<file path="src/sv/blile_pkg.sv">
package blile_pkg;

  typedef enum logic [2:0] {
    CMD_PUSH_FRONT = 3'd0,
    CMD_PUSH_BACK  = 3'd1,
    CMD_POP_FRONT  = 3'd2,
    CMD_POP_BACK   = 3'd3,
    CMD_INSERT     = 3'd4,
    CMD_REMOVE     = 3'd5,
    CMD_FIND       = 3'd6
  } cmd_e;

  typedef enum logic [1:0] {
    STATUS_OK    = 2'd0,
    STATUS_EMPTY = 2'd1,
    STATUS_RANGE = 2'd2,
    STATUS_FULL  = 2'd3
  } status_e;

  typedef enum logic [1:0] {
    ST_IDLE,
    ST_APPLY,
    ST_SCAN,
    ST_DONE
  } state_e;

  typedef struct packed {
    logic        ins;
    logic        rem;
    logic [31:0] value;
  } cell_op_t;

  localparam int unsigned PosW = 7;
  localparam int unsigned ValW = 32;
  localparam logic [PosW-1:0] FOUND_NONE = 7'h7F;
  localparam int unsigned ScanW = 16;

endpackage

</file>
<file path="src/sv/blile_cell.sv">
module blile_cell
  import blile_pkg::*;
#(
  parameter int unsigned IDX = 0,
  parameter int unsigned CW  = 7
) (
  input  logic            clk_i,
  input  logic            rst_ni,
  input  cell_op_t        op_i,
  input  logic [CW-1:0]   pos_i,
  input  logic [ValW-1:0] prev_data_i,
  input  logic            prev_valid_i,
  input  logic [ValW-1:0] next_data_i,
  input  logic            next_valid_i,
  output logic [ValW-1:0] data_o,
  output logic            valid_o,
  output logic            match_o,
  output logic            last_o
);

  logic [ValW-1:0] data_q, data_d;
  logic            valid_q, valid_d;
  logic            idx_gt, idx_eq;

  assign idx_gt = CW'(IDX) > pos_i;
  assign idx_eq = CW'(IDX) == pos_i;

  always_comb begin
    data_d  = data_q;
    valid_d = valid_q;
    if (op_i.ins) begin
      valid_d = valid_q | prev_valid_i;
      if (idx_gt) begin
        data_d = prev_data_i;
      end else if (idx_eq) begin
        data_d = op_i.value;
      end
    end else if (op_i.rem) begin
      valid_d = next_valid_i;
      if (idx_gt || idx_eq) begin
        data_d = next_data_i;
      end
    end
  end

  always_ff @(posedge clk_i or negedge rst_ni) begin
    if (!rst_ni) begin
      valid_q <= 1'b0;
    end else begin
      valid_q <= valid_d;
    end
  end

  always_ff @(posedge clk_i) begin
    data_q <= data_d;
  end

  assign data_o  = data_q;
  assign valid_o = valid_q;
  assign match_o = valid_q && (data_q == op_i.value);
  assign last_o  = valid_q && !next_valid_i;

endmodule

</file>
<file path="config.mk">
export PLATFORM = sky130hd
export DESIGN_NAME = blile_cell
export DESIGN_NICKNAME = d
export VERILOG_FILES = /design/src/sv/blile_pkg.sv /design/src/sv/blile_cell.sv
export SDC_FILE = /design/constraint.sdc
export NUM_CORES = 1
export LEC_CHECK = 0
export BUFFER_PORTS_ARGS = -buffer_cell sky130_fd_sc_hd__buf_2
export CORE_UTILIZATION = 35
export CTS_CLUSTER_DIAMETER = 200
export DETAILED_ROUTE_END_ITERATION = 16
export GPL_ROUTABILITY_DRIVEN = 0
export HOLD_SLACK_MARGIN = 0.15
export PLACE_DENSITY = 0.76
export SYNTH_ARGS = -nofsm -noshare
export SYNTH_HDL_FRONTEND = slang
export SYNTH_SLANG_ARGS = --single-unit
export TNS_END_PERCENT = 5
</file>
<file path="constraint.sdc">
create_clock -name clk_i -period 1.5 [get_ports clk_i]
set_clock_uncertainty 0.2 [all_clocks]
set_input_delay 0.375 -clock clk_i [delete_from_list [all_inputs] [get_ports clk_i]]
set_output_delay 0.375 -clock clk_i [all_outputs]
set_load 0.005 [all_outputs]
</file>
==> flow_metrics.py <==
metrics = {
    "final_layout": {
        "design_area_sq_um": 2660,
        "antenna_cells": 0,
        "regArea_sq_um": 986,
        "num-nets-final": 357,
        "layout_commonest_cell": "buf_2",
        "layout-drive-gt1-share_pct": 67.9,
        "area_delta_synth_final_pct": 50.6,
        "multiInputGateArea_sq_um": 821,
        "most-common-layout-cells": "108 x buf_2, 32 x mux2_2, 32 x edfxtp_1, 31 x xor2_1, 10 x buf_4",
        "n_fill_cell": 402,
    },
    "timing": {
        "worst_slack_ps": -709,
        "tightestPinTransition_ps": 301,
        "max_slew_margin_pct": 79.8,
        "hold_viol": 0,
        "period_minus_slack_ps": 2210,
        "period_share_pct": 147,
        "drv_slew": 0,
        "fmaxAchievable_ghz": 0.453,
        "finalSetupViolCount": 38,
        "rsz0062_at_grt": "true",
        "hold-worst-slack_ps": 157,
    },
    "power": {
        "p_clk_share_pct": 32.4,
        "comb_power_share_pct": 15.6,
        "peakVddDrop_mv": 0.503,
        "power_frac_seq_pct": 52.1,
        "intPower_mw": 1.53,
        "sw_frac_of_total_pct": 23.0,
        "p_sw_mw": 0.455,
        "power_density_nw_per_um2": 744,
        "leakage_nw": 1.14,
        "fin_total_pwr_mw": 1.98,
    },
    "synth": {
        "yosys.area_share.simple_pct": 5.87,
        "yosys_warnings": 0,
        "synth_compound_area_share_pct": 0.991,
        "synth_top_family_by_area": "multiplexers",
        "postSynthCellCount": 121,
        "yosys.area_share.xor_xnor_pct": 15.9,
        "synthMuxAreaShare_pct": 20.4,
        "synth_area_sq_um": 1770,
        "ys_seq_area_share_pct": 55.8,
        "postSynthNetCount": 230,
        "synthDistinctLibCells": 16,
        "synthAdderAreaFrac_pct": 0,
        "synth_seq_cells": 33,
        "avgSynthCellArea_sq_um": 14.6,
    },
    "drt": {
        "dr.pass1.iters": 4,
        "drc": 0,
        "vias_per_cell": 4.62,
        "drt_iter0_markers": 26,
        "routed_wl_mm": 4.35,
        "drtAntennaViolNets": 0,
        "vias": 1459,
        "wire_per_inst_um": 13.8,
    },
    "worst_setup_path": {
        "cpPeakStageDelay_ps": 410,
        "cp.arrival_ps": 1630,
        "crit_chain": "xor2_1 > nor4_2 > nand4_1 > nor3_2 > buf_2",
        "cp_data_required_time_ps": 920,
        "crit_path_max_fanout": 2,
        "endpoint_kind": "output pin",
        "crit_type": "flip-flop to output pin",
        "cp-start-kind": "flip-flop",
        "slowest_stage": "edfxtp_1",
    },
    "placed_design": {
        "dp_hpwl_mm": 3.50,
        "port_buffers": 111,
        "place_area_sq_um": 2520,
    },
    "global_route": {
        "grt_pass1_wl_mm": 6.82,
        "grt_pass1_vias": 1546,
        "grt_use_total_pct": 17.2,
        "antenna_found_initial": 0,
        "gr-total-overflow": 0,
        "grt_max_degree": 28,
    },
    "cts": {
        "insertion_delay_ps": 280,
        "cts-root-buf": "clkbuf_8",
        "htreeDepth": 2,
        "cts_buffers": 5,
        "cts_sinks": 33,
        "cts_tree": "yes",
        "cts_buffer_depth": 2,
        "clkTransAtPathRegs_ps": 70,
    },
    "run_status": {
        "violations": "setup timing",
        "status": "complete, but fails checks",
    },
    "min_path": {
        "hp-class": "input pin to flip-flop",
    },
    "job": {
        "cap_violations": 0,
    },
    "die": {
        "coreArea_sq_um": 4790,
        "dieArea_sq_um": 5340,
        "die_h_um": 73.1,
        "floorplan.initialDensity_pct": 36.9,
        "io_pins": 144,
        "fp.dieW_um": 73.1,
        "core.rowCount": 25,
    },
}
sequential cells by signal, summed over array words and instances, names as in the netlist:
register,count
valid_o,1
data_o,32
critical path: cells and delay by family, from the launching register on:
kind                      cells  cell delay, ps
and+or+nand+nor               3             640
DFF                           1             410
xor gates and xnor gates      1             170
buffers and inverters         1             140
per-layer routing:
metal	part of all wire (%)	GRT usage, %	up-vias	wire length [um]
li1	-	-	707	-
met1	40	19.9	683	1760
met2	51	29.4	63	2210
met3	7.6	5.39	6	329
met4	1.2	6.75	0	52
met5	0	0	-	0
metrics by stage:
| step | TNS, ps | util (%) | setup WS [ps] | cells |
|---|---|---|---|---|
| after global routing | -4810 | 55.6 | -780 | 316 |
| after CTS | -2680 | 55.3 | -736 | 316 |
| after detailed placement | -17260 | 52.7 | -645 | 307 |
| after global placement | -16860 | 52.7 | -603 | 307 |
| after floorplan | -31270 | - | -964 | 121 |
| final | -2270 | 55.6 | -709 | 316 |
cells in the mapped netlist:
library cell / count / share of area [%]
mux2_2: 32 / 20
nor3_1: 1 / 0.28
a211oi_1: 1 / 0.42
edfxtp_1: 32 / 54
buf_2: 4 / 1.1
nor2_1: 1 / 0.21
xor2_1: 31 / 15
nand4_1: 1 / 0.35
nor2b_1: 2 / 0.71
nand3_1: 2 / 0.57
o21ai_0: 1 / 0.28
nor3_2: 1 / 0.57
xnor2_1: 1 / 0.50
nor4_1: 9 / 3.2
a21oi_1: 1 / 0.28
dfrtp_1: 1 / 1.4
power by group through the flow:
stage,clock [mW],combinational (mW),sequential [mW]
after CTS,0.661,0.305,1.03
final,0.641,0.308,1.03
after global routing,0.685,0.340,1.03
after floorplan,0,0.135,1.05
after detailed placement,0,0.295,1.05
after global placement,0,0.289,1.05
area by class of cell:
| type | instances | share of cell area (%) |
|---|---|---|
| clock buffers | 5 | 2.58 |
| clock inverters | 3 | 0.470 |
| multi-input cells | 84 | 30.8 |
| flip-flops and latches | 33 | 37.0 |
| well taps | 67 | 3.15 |
| repair buffers | 124 | 25.9 |
logic make-up (layout without fill, tap and decap cells):
| kind of cell | after synthesis | after routing |
|---|---|---|
| flip-flops | 33 | 33 |
| buffers and inverters | 4 | 132 |
| AND/OR/NAND/NOR | 17 | 17 |
| XOR/XNOR | 32 | 32 |
| AO/OA/AOI/OAI | 3 | 3 |
| multiplexers | 32 | 32 |
worst paths after layout:
kind | cells after the start | endpoint | slack, ps | start
worst max-delay path | 5 | match_o | -710 | data_o[29]$_DFFE_PP_
worst min-delay path | 3 | valid_o$_DFFE_PN0P_ | 160 | prev_valid_i
worst max register to register | 4 | valid_o$_DFFE_PN0P_ | 220 | valid_o$_DFFE_PN0P_
worst min register to register | 3 | valid_o$_DFFE_PN0P_ | 540 | valid_o$_DFFE_PN0P_
max in group asynchronous | 2 | valid_o$_DFFE_PN0P_ | 820 | rst_ni
min in group asynchronous | 2 | valid_o$_DFFE_PN0P_ | 200 | rst_ni
timing repair:
action	in CTS	in global routing
endpoints found under the setup margin	39	39
resized for setup	5	3
buffers inserted	0	0
hold buffers	1	0
pin swaps	4	3
hold endpoints to repair	1	0
Note: power is estimated with default switching activity, not from simulation.
